<file path="config.mk">
export PLATFORM = sky130hd
export DESIGN_NAME = smtt_ctrl
export DESIGN_NICKNAME = d
export VERILOG_FILES = /design/src/hdl/shadow_memory_taint_tracker_macros.svh /design/src/hdl/smtt_pkg.sv /design/src/hdl/smtt_ctrl.sv
export SDC_FILE = /design/constraint.sdc
export NUM_CORES = 1
export LEC_CHECK = 0
export BUFFER_PORTS_ARGS = -buffer_cell sky130_fd_sc_hd__buf_2
export CAP_MARGIN = 20
export CORE_ASPECT_RATIO = 0.9
export CORE_MARGIN = 1.5
export CORE_UTILIZATION = 35
export CTS_CLUSTER_DIAMETER = 80
export DETAILED_ROUTE_END_ITERATION = 10
export PLACE_DENSITY_LB_ADDON = 0.3
export SYNTH_ARGS = -nofsm -noshare
export SYNTH_HDL_FRONTEND = slang
export SYNTH_SLANG_ARGS = --single-unit
</file>
<file path="constraint.sdc">
create_clock -name clk -period 4.6 [get_ports clk]
set_clock_uncertainty 0.1 [all_clocks]
set_input_delay 0.92 -clock clk [delete_from_list [all_inputs] [get_ports clk]]
set_output_delay 0.92 -clock clk [all_outputs]
set_load 0.03 [all_outputs]
</file>
<file path="src/hdl/shadow_memory_taint_tracker_macros.svh">
// Assertion macros used by the shadow memory taint tracker top level.
`ifndef SHADOW_MEMORY_TAINT_TRACKER_MACROS_SVH
`define SHADOW_MEMORY_TAINT_TRACKER_MACROS_SVH

`ifndef SYNTHESIS
`define SMTT_ASSERT_IMP(lbl, ante, cons) \
  lbl: assert property (@(posedge clk) disable iff (rst) (ante) |-> (cons)) \
    else $error("smtt assertion failed");
`define SMTT_ASSERT_NXT(lbl, ante, cons) \
  lbl: assert property (@(posedge clk) disable iff (rst) (ante) |=> (cons)) \
    else $error("smtt assertion failed");
`else
`define SMTT_ASSERT_IMP(lbl, ante, cons)
`define SMTT_ASSERT_NXT(lbl, ante, cons)
`endif

`endif

</file>
<file path="src/hdl/smtt_pkg.sv">
// Package with shared constants, codes and types of the shadow memory taint tracker.
`default_nettype none
package smtt_pkg;

  localparam int PAGE_BYTES_DEF = 4096;
  localparam int PAGE_SLOTS_DEF = 16;
  localparam int MAX_RANGE_DEF  = 4096;
  localparam int MAX_EVENTS_DEF = 256;

  localparam int CMD_W    = 3;
  localparam int TAG_W    = 7;
  localparam int IN_TDATA_W  = 312;
  localparam int IN_TUSER_W  = 7;
  localparam int OUT_TDATA_W = 296;
  localparam int OUT_TUSER_W = 4;

  localparam logic [CMD_W-1:0] CMD_MARK  = 3'd0;
  localparam logic [CMD_W-1:0] CMD_CLEAR = 3'd1;
  localparam logic [CMD_W-1:0] CMD_QUERY = 3'd2;
  localparam logic [CMD_W-1:0] CMD_PROP  = 3'd3;
  localparam logic [CMD_W-1:0] CMD_SINK  = 3'd4;

  typedef enum logic [4:0] {
    ST_WIPE, ST_IDLE, ST_DISPATCH, ST_DROP, ST_SW_CHECK, ST_SW_NEXT, ST_Q_RD, ST_Q_ACC,
    ST_C_WR, ST_C_SRD, ST_C_SCHK, ST_C_FREE, ST_S_EVT, ST_CH_START, ST_CH_END,
    ST_SEARCH_S, ST_SEARCH_D, ST_M_TAKE, ST_M_RD, ST_M_WR, ST_P_SRCHK, ST_P_HRD,
    ST_P_HCHK, ST_P_DTAKE, ST_P_CRS, ST_P_CRD, ST_P_CWR, ST_FIN
  } state_t;

  typedef enum logic [4:0] {
    OP_NONE, OP_WIPE, OP_LOAD, OP_PREP, OP_DROP, OP_SLOT_NEXT, OP_SW_START, OP_RD_SW,
    OP_ACC, OP_WR_ZERO, OP_KINC, OP_FREE, OP_EVENT, OP_CHUNK, OP_CHUNK_END,
    OP_SEARCH_INIT, OP_SEARCH_SRC, OP_SEARCH_DST, OP_TAKE_SRC, OP_TAKE_DST, OP_RD_SRC,
    OP_RD_DST, OP_WR_MARK, OP_WR_PROP, OP_OUT
  } dp_op_t;

  typedef struct packed {
    logic [CMD_W-1:0] cmd;
    logic size_big;
    logic tag_zero;
    logic dst_ovf;
    logic src_ovf;
    logic wipe_last;
    logic slot_last;
    logic slot_hit;
    logic k_hi;
    logic k_end;
    logic k_clast;
    logic rd_nz;
    logic union_nz;
    logic ev_room;
    logic rem_zero;
    logic avail;
    logic found;
    logic out_busy;
  } dp_status_t;

endpackage
`default_nettype wire

</file>
<file path="src/hdl/smtt_ctrl.sv">
// Controller state machine that sequences commands over the tracker datapath.
`default_nettype none
module smtt_ctrl import smtt_pkg::*; (
  input  wire logic       clk,
  input  wire logic       rst,
  input  wire logic       in_valid,
  output logic            in_ready,
  input  wire dp_status_t st,
  output dp_op_t          op
);

  state_t state, state_next;

  always_ff @(posedge clk) begin
    if (rst) begin
      state <= ST_WIPE;
    end else begin
      state <= state_next;
    end
  end

  always_comb begin
    state_next = state;
    op         = OP_NONE;
    in_ready   = 1'b0;
    unique case (state)
      ST_WIPE: begin
        op = OP_WIPE;
        if (st.wipe_last) state_next = ST_IDLE;
      end
      ST_IDLE: begin
        in_ready = 1'b1;
        if (in_valid) begin
          op         = OP_LOAD;
          state_next = ST_DISPATCH;
        end
      end
      ST_DISPATCH: begin
        op = OP_PREP;
        unique case (st.cmd)
          CMD_MARK: begin
            if (st.rem_zero || st.tag_zero || st.size_big) state_next = ST_FIN;
            else if (st.dst_ovf) state_next = ST_DROP;
            else state_next = ST_CH_START;
          end
          CMD_CLEAR: begin
            if (st.rem_zero) state_next = ST_FIN;
            else if (st.dst_ovf) state_next = ST_DROP;
            else state_next = ST_SW_CHECK;
          end
          CMD_QUERY: begin
            if (st.rem_zero || st.dst_ovf) state_next = ST_FIN;
            else state_next = ST_SW_CHECK;
          end
          CMD_PROP: begin
            if (st.rem_zero || st.size_big) state_next = ST_FIN;
            else if (st.src_ovf || st.dst_ovf) state_next = ST_DROP;
            else state_next = ST_SW_CHECK;
          end
          CMD_SINK: begin
            if (st.rem_zero || st.size_big) state_next = ST_FIN;
            else if (st.dst_ovf) state_next = ST_DROP;
            else state_next = ST_SW_CHECK;
          end
          default: state_next = ST_FIN;
        endcase
      end
      ST_DROP: begin
        op         = OP_DROP;
        state_next = ST_FIN;
      end
      ST_SW_CHECK: begin
        if (st.slot_hit) begin
          if (st.cmd == CMD_PROP) begin
            state_next = ST_CH_START;
          end else begin
            op         = OP_SW_START;
            state_next = (st.cmd == CMD_CLEAR) ? ST_C_WR : ST_Q_RD;
          end
        end else begin
          state_next = ST_SW_NEXT;
        end
      end
      ST_SW_NEXT: begin
        if (st.slot_last) begin
          state_next = (st.cmd == CMD_SINK) ? ST_S_EVT : ST_FIN;
        end else begin
          op         = OP_SLOT_NEXT;
          state_next = ST_SW_CHECK;
        end
      end
      ST_Q_RD: begin
        op         = OP_RD_SW;
        state_next = ST_Q_ACC;
      end
      ST_Q_ACC: begin
        op         = OP_ACC;
        state_next = st.k_hi ? ST_SW_NEXT : ST_Q_RD;
      end
      ST_C_WR: begin
        op = OP_WR_ZERO;
        if (st.k_hi) state_next = ST_C_SRD;
      end
      ST_C_SRD: begin
        op         = OP_RD_SW;
        state_next = ST_C_SCHK;
      end
      ST_C_SCHK: begin
        if (st.rd_nz) begin
          state_next = ST_SW_NEXT;
        end else if (st.k_end) begin
          state_next = ST_C_FREE;
        end else begin
          op         = OP_KINC;
          state_next = ST_C_SRD;
        end
      end
      ST_C_FREE: begin
        op         = OP_FREE;
        state_next = ST_SW_NEXT;
      end
      ST_S_EVT: begin
        if (st.union_nz) op = st.ev_room ? OP_EVENT : OP_DROP;
        state_next = ST_FIN;
      end
      ST_CH_START: begin
        if (st.rem_zero) begin
          state_next = ST_FIN;
        end else begin
          op         = OP_CHUNK;
          state_next = (st.cmd == CMD_MARK) ? ST_SEARCH_D : ST_SEARCH_S;
        end
      end
      ST_CH_END: begin
        op         = OP_CHUNK_END;
        state_next = ST_CH_START;
      end
      ST_SEARCH_S: begin
        op = OP_SEARCH_SRC;
        if (st.slot_last) state_next = ST_P_SRCHK;
      end
      ST_SEARCH_D: begin
        op = OP_SEARCH_DST;
        if (st.slot_last) state_next = (st.cmd == CMD_MARK) ? ST_M_TAKE : ST_P_DTAKE;
      end
      ST_M_TAKE: begin
        if (st.avail) begin
          op         = OP_TAKE_DST;
          state_next = ST_M_RD;
        end else begin
          state_next = ST_FIN;
        end
      end
      ST_M_RD: begin
        op         = OP_RD_DST;
        state_next = ST_M_WR;
      end
      ST_M_WR: begin
        op         = OP_WR_MARK;
        state_next = st.k_clast ? ST_CH_END : ST_M_RD;
      end
      ST_P_SRCHK: begin
        if (st.found) begin
          op         = OP_TAKE_SRC;
          state_next = ST_P_HRD;
        end else begin
          state_next = ST_CH_END;
        end
      end
      ST_P_HRD: begin
        op         = OP_RD_SRC;
        state_next = ST_P_HCHK;
      end
      ST_P_HCHK: begin
        if (st.rd_nz) begin
          op         = OP_SEARCH_INIT;
          state_next = ST_SEARCH_D;
        end else if (st.k_clast) begin
          state_next = ST_CH_END;
        end else begin
          op         = OP_KINC;
          state_next = ST_P_HRD;
        end
      end
      ST_P_DTAKE: begin
        if (st.avail) begin
          op         = OP_TAKE_DST;
          state_next = ST_P_CRS;
        end else begin
          state_next = ST_CH_END;
        end
      end
      ST_P_CRS: begin
        op         = OP_RD_SRC;
        state_next = ST_P_CRD;
      end
      ST_P_CRD: begin
        op         = OP_RD_DST;
        state_next = ST_P_CWR;
      end
      ST_P_CWR: begin
        op         = OP_WR_PROP;
        state_next = st.k_clast ? ST_CH_END : ST_P_CRS;
      end
      ST_FIN: begin
        if (!st.out_busy) begin
          op         = OP_OUT;
          state_next = ST_IDLE;
        end
      end
      default: state_next = ST_IDLE;
    endcase
  end

endmodule
`default_nettype wire

</file>
======== Yosys cells after proc, flatten, opt, wreduce, memory -nomap -nowiden ========
Cells that the tools add are included.
Widths: inputs -> output; s select.
storage, ports and cells
  word-level logic and storage cells ...... 101
  input bits .............................. 23
  register bits after elaboration ......... 5
  output and inout bits ................... 6
operators by class
  muxes and demuxes ....................... 50
  reduce and logical (&&, ||, !) cells .... 13
  eq/ne operators ......................... 37
operator list
  kind                number
  $pmux 5 s27         1
  $mux 5              25
  $pmux 5 s24         1
  $eq 5x5->1 const B  12
  $mux 4              12
  $eq 5x4->1 const B  8
  $pmux 5 s5          1
  $eq 5x3->1 const B  4
  $mux 3              6
  $ne 2x2->1 const B  6
  $eq 5x2->1 const B  2
  $reduce_or 2->1     5
  $eq 3x2->1 const B  2
  $mux 2              3
  $reduce_and 6->1    1
  $eq 5x1->1 const B  1
  $logic_not 5->1     1
  $logic_or 1x1->1    5
  $eq 3x1->1 const B  1
  $eq 3x3->1 const B  1
  $logic_not 3->1     1
  $mux 1              1

======== Logic depth before layout (Yosys ltp) ========
Gate-level depths: netlist of the first run.
  depth in word-level cells ............... 5
  mapped depth ............................ 9
  depth with buffers taken out ............ 6

======== Worst setup path after synthesis of the first run ========
No wires, ideal clock.
  path type ............................... in2out
  start point ............................. input port st[3] in the netlist's numbering
  end point ............................... output port op[3]
  cell stages on the path ................. 5
  required time ........................... 3,580 ps
  setup slack ............................. 1,595 ps
  arrival time ............................ 1,985 ps
  path through ............................ clkbuf_1 > nor3_1 > o22ai_1 > a2bb2oi_1 > o221ai_1
on the way
  word-level cells in the longest chain between the ends .. 2
ends and longest elaborated chain
  item                RTL line          text
  start: declaration  smtt_ctrl.sv:8    input wire dp_status_t st,
  $mux 4              smtt_ctrl.sv:127  if (st.rem_zero) begin
  $pmux 5 s24         smtt_ctrl.sv:26   unique case (state)
  end: declaration    smtt_ctrl.sv:9    output dp_op_t op
Every way passes these cells.

======== Worst setup path in the final report of the first run ========
  start point ............................. register state[3]
  end point ............................... output port op[2]
on the way
  word-level cells in the longest chain between the ends .. 3
  elaborated cells on any way between the ends .. 33
ends and longest elaborated chain
  item                                      RTL line         text
  start: declaration                        smtt_ctrl.sv:12  state_t state, state_next;
  start signal: assignment                  smtt_ctrl.sv:18  state <= state_next;
  $eq 5x5->1, or another cell as far along  smtt_ctrl.sv:26
  $reduce_or 2->1 (no line)                 -
  $pmux 5 s24 (*)                           smtt_ctrl.sv:26
Every way passes the cells marked *; elsewhere a longest branch is shown, timed or not.

==> qor.csv, run 1 <==
stage,metric,value,unit
status,status,"complete, no violations",
clocking,clkLatencyLatePin,0.22,ns
worst_setup_path,crit_chain,"nor3b_1, and3_1, o2bb2ai_1, a211oi_1, o211ai_1, buf_2",
placement,port-buffer-count,28,
clocking,cts_tree,done,
synthesis,ys.flop_type,dfxtp_1,
drt,drt-met1-wl,2440,um
timing,tightestPinTransition,0.852,ns
drt,drt-total-wl,5830,um
synthesis,synth-simple-area-share,0.382,
clocking,cts_buffer_depth,2,
worst_setup_path,regToRegSetupSlack,1.97,ns
drt,drtIter0Drc,487,
placement,post-dp-hpwl,4310,um
power_and_ir_drop,seqPwrFrac,0.148,
synthesis,yosysWarningCount,0,
timing,setup_tns,0,ns
synthesis,yosysSeqAreaShare,0.0604,
synthesis,synth.distinct_cells,67,
worst_hold_path,min_to,state[4],
worst_hold_path,hold_depth,2,
cells_and_area,largest_reg_flops,5,
timing,fmax,291,MHz
worst_setup_path,path_max_fanout,24,
worst_setup_path,r2r_end,state[2],
drt,postRouteAntennaNets,0,
cells_and_area,n_antenna_cell,0,
cells_and_area,reg.largest.list,state: 5 flops,
synthesis,syn-num-nets,287,
drt,routedWlPerCell,17.1,um
clocking,ctsResizeCount,0,
synthesis,synth_top_family_by_area,compound AO/OA/AOI/OAI gates,
synthesis,postSynthAreaPerCell,6.28,sq um
power_and_ir_drop,netSwitchingFraction,0.577,
worst_setup_path,timing.rr.start,state[3],
clocking,clk_pin_slew,0.03,ns
drt,drtPass1Iterations,5,
worst_setup_path,rr_worst_depth,7,
synthesis,synthMuxAreaShare,0.0128,
power_and_ir_drop,power.total,713,uW
timing,rsz0062_at_grt,no,
worst_setup_path,crit_path_top_delay_cell,nor3b_1,
clocking,post_cts_buffers,0,
floorplanning,io_pins,29,
worst_setup_path,cp-start-kind,register,
synthesis,netlist_area,0.00166,sq mm
power_and_ir_drop,p_leak,0.643,nW
clocking,numClockSinks,5,
cells_and_area,drive_gt1_frac,0.172,
job,max_cap_viol_count,0,
synthesis,yosys-top-cells-area,"o21ai_0, nor2_1, dfxtp_1",
cells_and_area,regMostFlops,state,
synthesis,yosys.cell_count.top_type,nor2_1,
power_and_ir_drop,p_sw,412,uW
floorplanning,start_util,0.369,
synthesis,synth_common_cells,"nor2_1, o21ai_0, nand2_1",
power_and_ir_drop,peakVddDrop,0.257,mV
clocking,cts_buffers,3,
power_and_ir_drop,internal-power,301,uW
global_route,grtUsageTotal,0.235,
worst_hold_path,hold_path.class,reg -> reg,
clocking,htree_levels,1,
floorplanning,fp.dieArea,0.00516,sq mm
synthesis,synth_top_area_share,0.0755,
worst_setup_path,crit_type,reg -> out,
global_route,gr-total-overflow,0,
worst_setup_path,max_stage_delay,0.68,ns
clocking,hold_buffers,0,
synthesis,synth_fa_ha_area_frac,0.00604,
timing,finalCriticalPeriod,3.43,ns
global_route,grt_max_degree,26,
synthesis,synth-compound-area-share,0.421,
synthesis,yosysTopAreaCell,o21ai_0,
clocking,cts.root.buffer_cell,clkbuf_8,
worst_setup_path,critical_path.endpoint_type,primary output,
drt,routed-wl-met2,2540,um
floorplanning,design.core.area,0.00449,sq mm
drt,wl_met3,700,um
floorplanning,rows,23,
synthesis,async_flop_share,0,
synthesis,synth_xor_area_frac,0.0106,
power_and_ir_drop,combPwrFrac,0.742,
worst_setup_path,critPathRequiredTime,3.58,ns
timing,finalMaxSlewViolations,0,
global_route,grt_pass1_vias,1875,
worst_hold_path,min-delay-start,state[4],
cells_and_area,final_net_count,303,
synthesis,ys_seq_elements,5,
placement,place_congestion,0.978,
cells_and_area,syn2layout_area_growth,10.6,%
power_and_ir_drop,power_frac_clock,0.110,
timing,post-route-period-util,0.746,
floorplanning,die_x,75.5,um
timing,setup_viol,0,
drt,vias,2253,
power_and_ir_drop,power_density,389,mW/mm^2
synthesis,synth_edf_count,0,
global_route,antenna_found_initial,0,
drt,viasPerCell,6.61,
timing,relSlewSlack,0.431,
synthesis,synthCells,264,
drt,drc,0,
floorplanning,chipHeight,68.3,um
drt,top_layer,met4,
timing,finalHoldViolations,0,
global_route,grt_pass1_wl,9320,um
worst_setup_path,worst_ep_arrival_time,2.41,ns
critical path: cells and delay by family, from the launching register on:
family | cells | cell delay (ns)
flops | 1 | 0.57
simple gates | 2 | 0.97
buf+inv | 1 | 0.22
compound gates | 3 | 0.43
per-layer routing:
metal  global-route usage  vias up
li1                     -     1032
met1                0.340     1018
met2                0.360      178
met3               0.0324       25
met4               0.0692        0
met5                    0        -
worst max-delay path by stage:
stage	startpoint	endpoint	slack, ns	depth (start not counted)
5_1_grt	state[3]	op[2]	1.04	6
3_3_place_gp	st[17]	op[2]	1.38	7
3_5_place_dp	st[17]	op[2]	1.31	7
2_1_floorplan	st[3]	op[3]	1.60	5
6_report	state[3]	op[2]	1.17	6
4_1_cts	state[3]	op[2]	1.25	6
final cells by class:
| class | count | area (sq um) |
|---|---|---|
| Fill cell | 506 | 2660 |
| Multi-Input combinational cell | 224 | 1380 |
| Timing Repair Buffer | 34 | 185 |
| Sequential cell | 5 | 100 |
| Inverter | 12 | 45.0 |
| Tap cell | 62 | 77.6 |
| Clock buffer | 4 | 45.0 |
through the flow:
step,instance area [sq um],std cells,setup slack (ns),hold slack (ns),utilization
after floorplan,1660,264,1.60,0.583,-
after global placement,1790,337,1.38,0.509,0.398
after detailed placement,1790,337,1.31,0.516,0.398
after CTS,1830,341,1.25,0.521,0.408
after global routing,1830,341,1.04,0.564,0.408
final,1830,341,1.17,0.525,0.408
cell usage in the layout (no fill, tap or decap), types with 5 or more instances in the layout:
| cell | count |
|---|---|
| nor2_1 | 29 |
| buf_2 | 28 |
| o21ai_0 | 25 |
| nand2_1 | 23 |
| a21oi_1 | 15 |
| nor3_1 | 10 |
| inv_1 | 10 |
| nor2b_1 | 9 |
| nand2b_1 | 6 |
| nand4_1 | 6 |
| o211ai_1 | 6 |
| nand3_1 | 6 |
| buf_4 | 6 |
| a2bb2oi_1 | 5 |
| dfxtp_1 | 5 |
power groups by stage:
| stage | clock, mW | combinational, mW | sequential [mW] |
|---|---|---|---|
| 3_5_place_dp | 0 | 0.512 | 0.103 |
| 3_3_place_gp | 0 | 0.523 | 0.105 |
| 2_1_floorplan | 0 | 0.428 | 0.0639 |
| 6_report | 0.0785 | 0.529 | 0.105 |
| 4_1_cts | 0.0820 | 0.514 | 0.103 |
| 5_1_grt | 0.0852 | 0.573 | 0.108 |
kinds of logic after synthesis:
| family | Yosys count |
|---|---|
| XOR/XNOR | 2 |
| adder cells (fa/ha/maj) | 1 |
| AO/OA/AOI/OAI | 99 |
| flip-flops | 5 |
| buffers and inverters | 35 |
| multiplexers | 2 |
| AND/OR/NAND/NOR | 120 |
(Power assumes the default switching activity.)
==> run 2: changes to the inputs <==
clock period = 3.37 ns   (was 4.6 ns; I/O delays follow)
==> run 2 against run 1 <==
Effect of this change:
- critical path depth unchanged
- sequential share of layout area shrank 0.16 points
- global-route usage increased by 0.76 points
- non-clock buffer count rose by 7
- critical path type unchanged
- clock power rose by 43%
- flip-flop and latch count did not move
- final cell count increased by 2.1%
- die area did not move
- first-iteration DRC count shrank 11%
- via count is 0.44% lower
- routed wire length grew 3.6%
- count of clock-buffer cells in the layout decreased by 1
==> qor.csv, run 2 (same netlist as run 1, synthesis figures left out) <==
stage,metric,value,unit
status,status,"complete, no violations",
clocking,clk_pin_slew,0.04,ns
floorplanning,rows,23,
floorplanning,design.core.area,0.00449,sq mm
global_route,antenna_found_initial,0,
cells_and_area,regMostFlops,state,
power_and_ir_drop,power_frac_clock,0.109,
timing,setup_tns,0,ns
floorplanning,fp.dieArea,0.00516,sq mm
global_route,grtUsageTotal,0.243,
clocking,cts_buffer_depth,2,
drt,routedWlPerCell,17.4,um
worst_hold_path,hold_path.class,in -> reg,
power_and_ir_drop,p_leak,0.682,nW
worst_setup_path,crit_path_top_delay_cell,dfxtp_1,
timing,rsz0062_at_grt,no,
drt,vias,2243,
cells_and_area,final_cell_mix,"nor2_1, buf_2, o21ai_0",
clocking,numClockSinks,5,
worst_setup_path,path_max_fanout,12,
placement,post-dp-hpwl,4540,um
worst_setup_path,critical_path.endpoint_type,primary output,
worst_setup_path,cp_num_buf_inv,1,
floorplanning,io_pins,29,
power_and_ir_drop,peakVddDrop,0.281,mV
worst_setup_path,crit_type,reg -> out,
timing,post-route-period-util,0.882,
floorplanning,die_x,75.5,um
clocking,post_cts_buffers,0,
cells_and_area,n_antenna_cell,0,
cells_and_area,drive_gt1_frac,0.196,
timing,fmax,336,MHz
power_and_ir_drop,seqPwrFrac,0.120,
clocking,cts.root.buffer_cell,clkbuf_8,
cells_and_area,syn2layout_area_growth,13.8,%
drt,drc,0,
placement,place_congestion,0.990,
clocking,cts_tree,done,
timing,setup_viol,0,
job,max_cap_viol_count,0,
worst_setup_path,worst_ep_arrival_time,2.20,ns
timing,tightestPinTransition,0.652,ns
clocking,clkLatencyLatePin,0.22,ns
timing,relSlewSlack,0.565,
cells_and_area,stdcell_count,348,
global_route,grt_pass1_vias,1944,
power_and_ir_drop,combPwrFrac,0.771,
worst_setup_path,cp-start-kind,register,
clocking,cts_buffers,3,
power_and_ir_drop,p_sw,581,uW
placement,dp.cells,344,
power_and_ir_drop,power_density,543,mW/mm^2
global_route,grt_pass1_wl,9520,um
power_and_ir_drop,internal-power,444,uW
floorplanning,start_util,0.369,
clocking,htree_levels,1,
global_route,grt_max_degree,34,
worst_setup_path,crit_chain,"nor3b_1, and3_1, o2bb2ai_1, a211oi_1, o211ai_1, buf_2",
timing,finalMaxSlewViolations,0,
cells_and_area,layout_commonest_cell,nor2_1,
drt,drt-total-wl,6040,um
drt,drtIter0Drc,433,
cells_and_area,reg.largest.list,state: 5 flops,
drt,viasPerCell,6.45,
worst_setup_path,crit_family,simple AND/OR/NAND/NOR gates,
worst_setup_path,max_stage_delay,0.57,ns
cells_and_area,final_net_count,310,
worst_setup_path,critPathRequiredTime,2.60,ns
placement,port-buffer-count,28,
timing,finalCriticalPeriod,2.97,ns
power_and_ir_drop,netSwitchingFraction,0.567,
cells_and_area,largest_reg_flops,5,
floorplanning,chipHeight,68.3,um
drt,postRouteAntennaNets,0,
timing,finalHoldViolations,0,
clocking,ctsResizeCount,0,
drt,drtPass1Iterations,5,
clocking,hold_buffers,0,
global_route,gr-total-overflow,0,
## run 2: worst paths after layout
kind                                from        to  slack (ns)  depth (start not counted)
worst max-delay path            state[2]     op[2]        0.40                          6
worst min-delay path                 rst  state[4]        0.59                          2
worst max register to register  state[2]  state[3]        1.06                          7
worst min register to register  state[4]  state[4]        0.67                          3
## run 2: cell type report
cell class              instances  area (sq um)
well taps                      62          77.6
fillers                       485          2600
clock buffers                   3          41.3
multi-input cells             224          1380
inverters                      12          45.0
clock inverters                 1          5.00
repair buffers                 41           238
flip-flops and latches          5           100
## run 2: layer usage
layer	vias up	wire length (um)	track usage	share of wire
met4	0	126	0.0647	0.021
met3	22	826	0.0795	0.14
li1	1046	-	-	-
met5	-	0	0	0
met2	168	2580	0.357	0.43
met1	1007	2510	0.337	0.42
## run 2: power by group through the flow
stage / Combinational (mW) / Sequential, mW / Clock [mW]
CTS: 0.770 / 0.119 / 0.114
finish: 0.790 / 0.123 / 0.112
global route: 0.856 / 0.125 / 0.119
global placement: 0.788 / 0.121 / 0
detailed placement: 0.765 / 0.120 / 0
floorplan: 0.584 / 0.0872 / 0
## run 2: through the flow
stage / hold WS (ns) / worst slack, ns / instance area, sq um / util / total power [mW]
3_3_place_gp: 0.660 / 0.622 / 1840 / 0.410 / 0.909
4_1_cts: 0.588 / 0.464 / 1890 / 0.420 / 1.00
5_1_grt: 0.611 / 0.291 / 1890 / 0.420 / 1.10
2_1_floorplan: 0.583 / 0.776 / 1660 / - / 0.671
3_5_place_dp: 0.647 / 0.578 / 1840 / 0.410 / 0.885
6_report: 0.592 / 0.397 / 1890 / 0.420 / 1.02
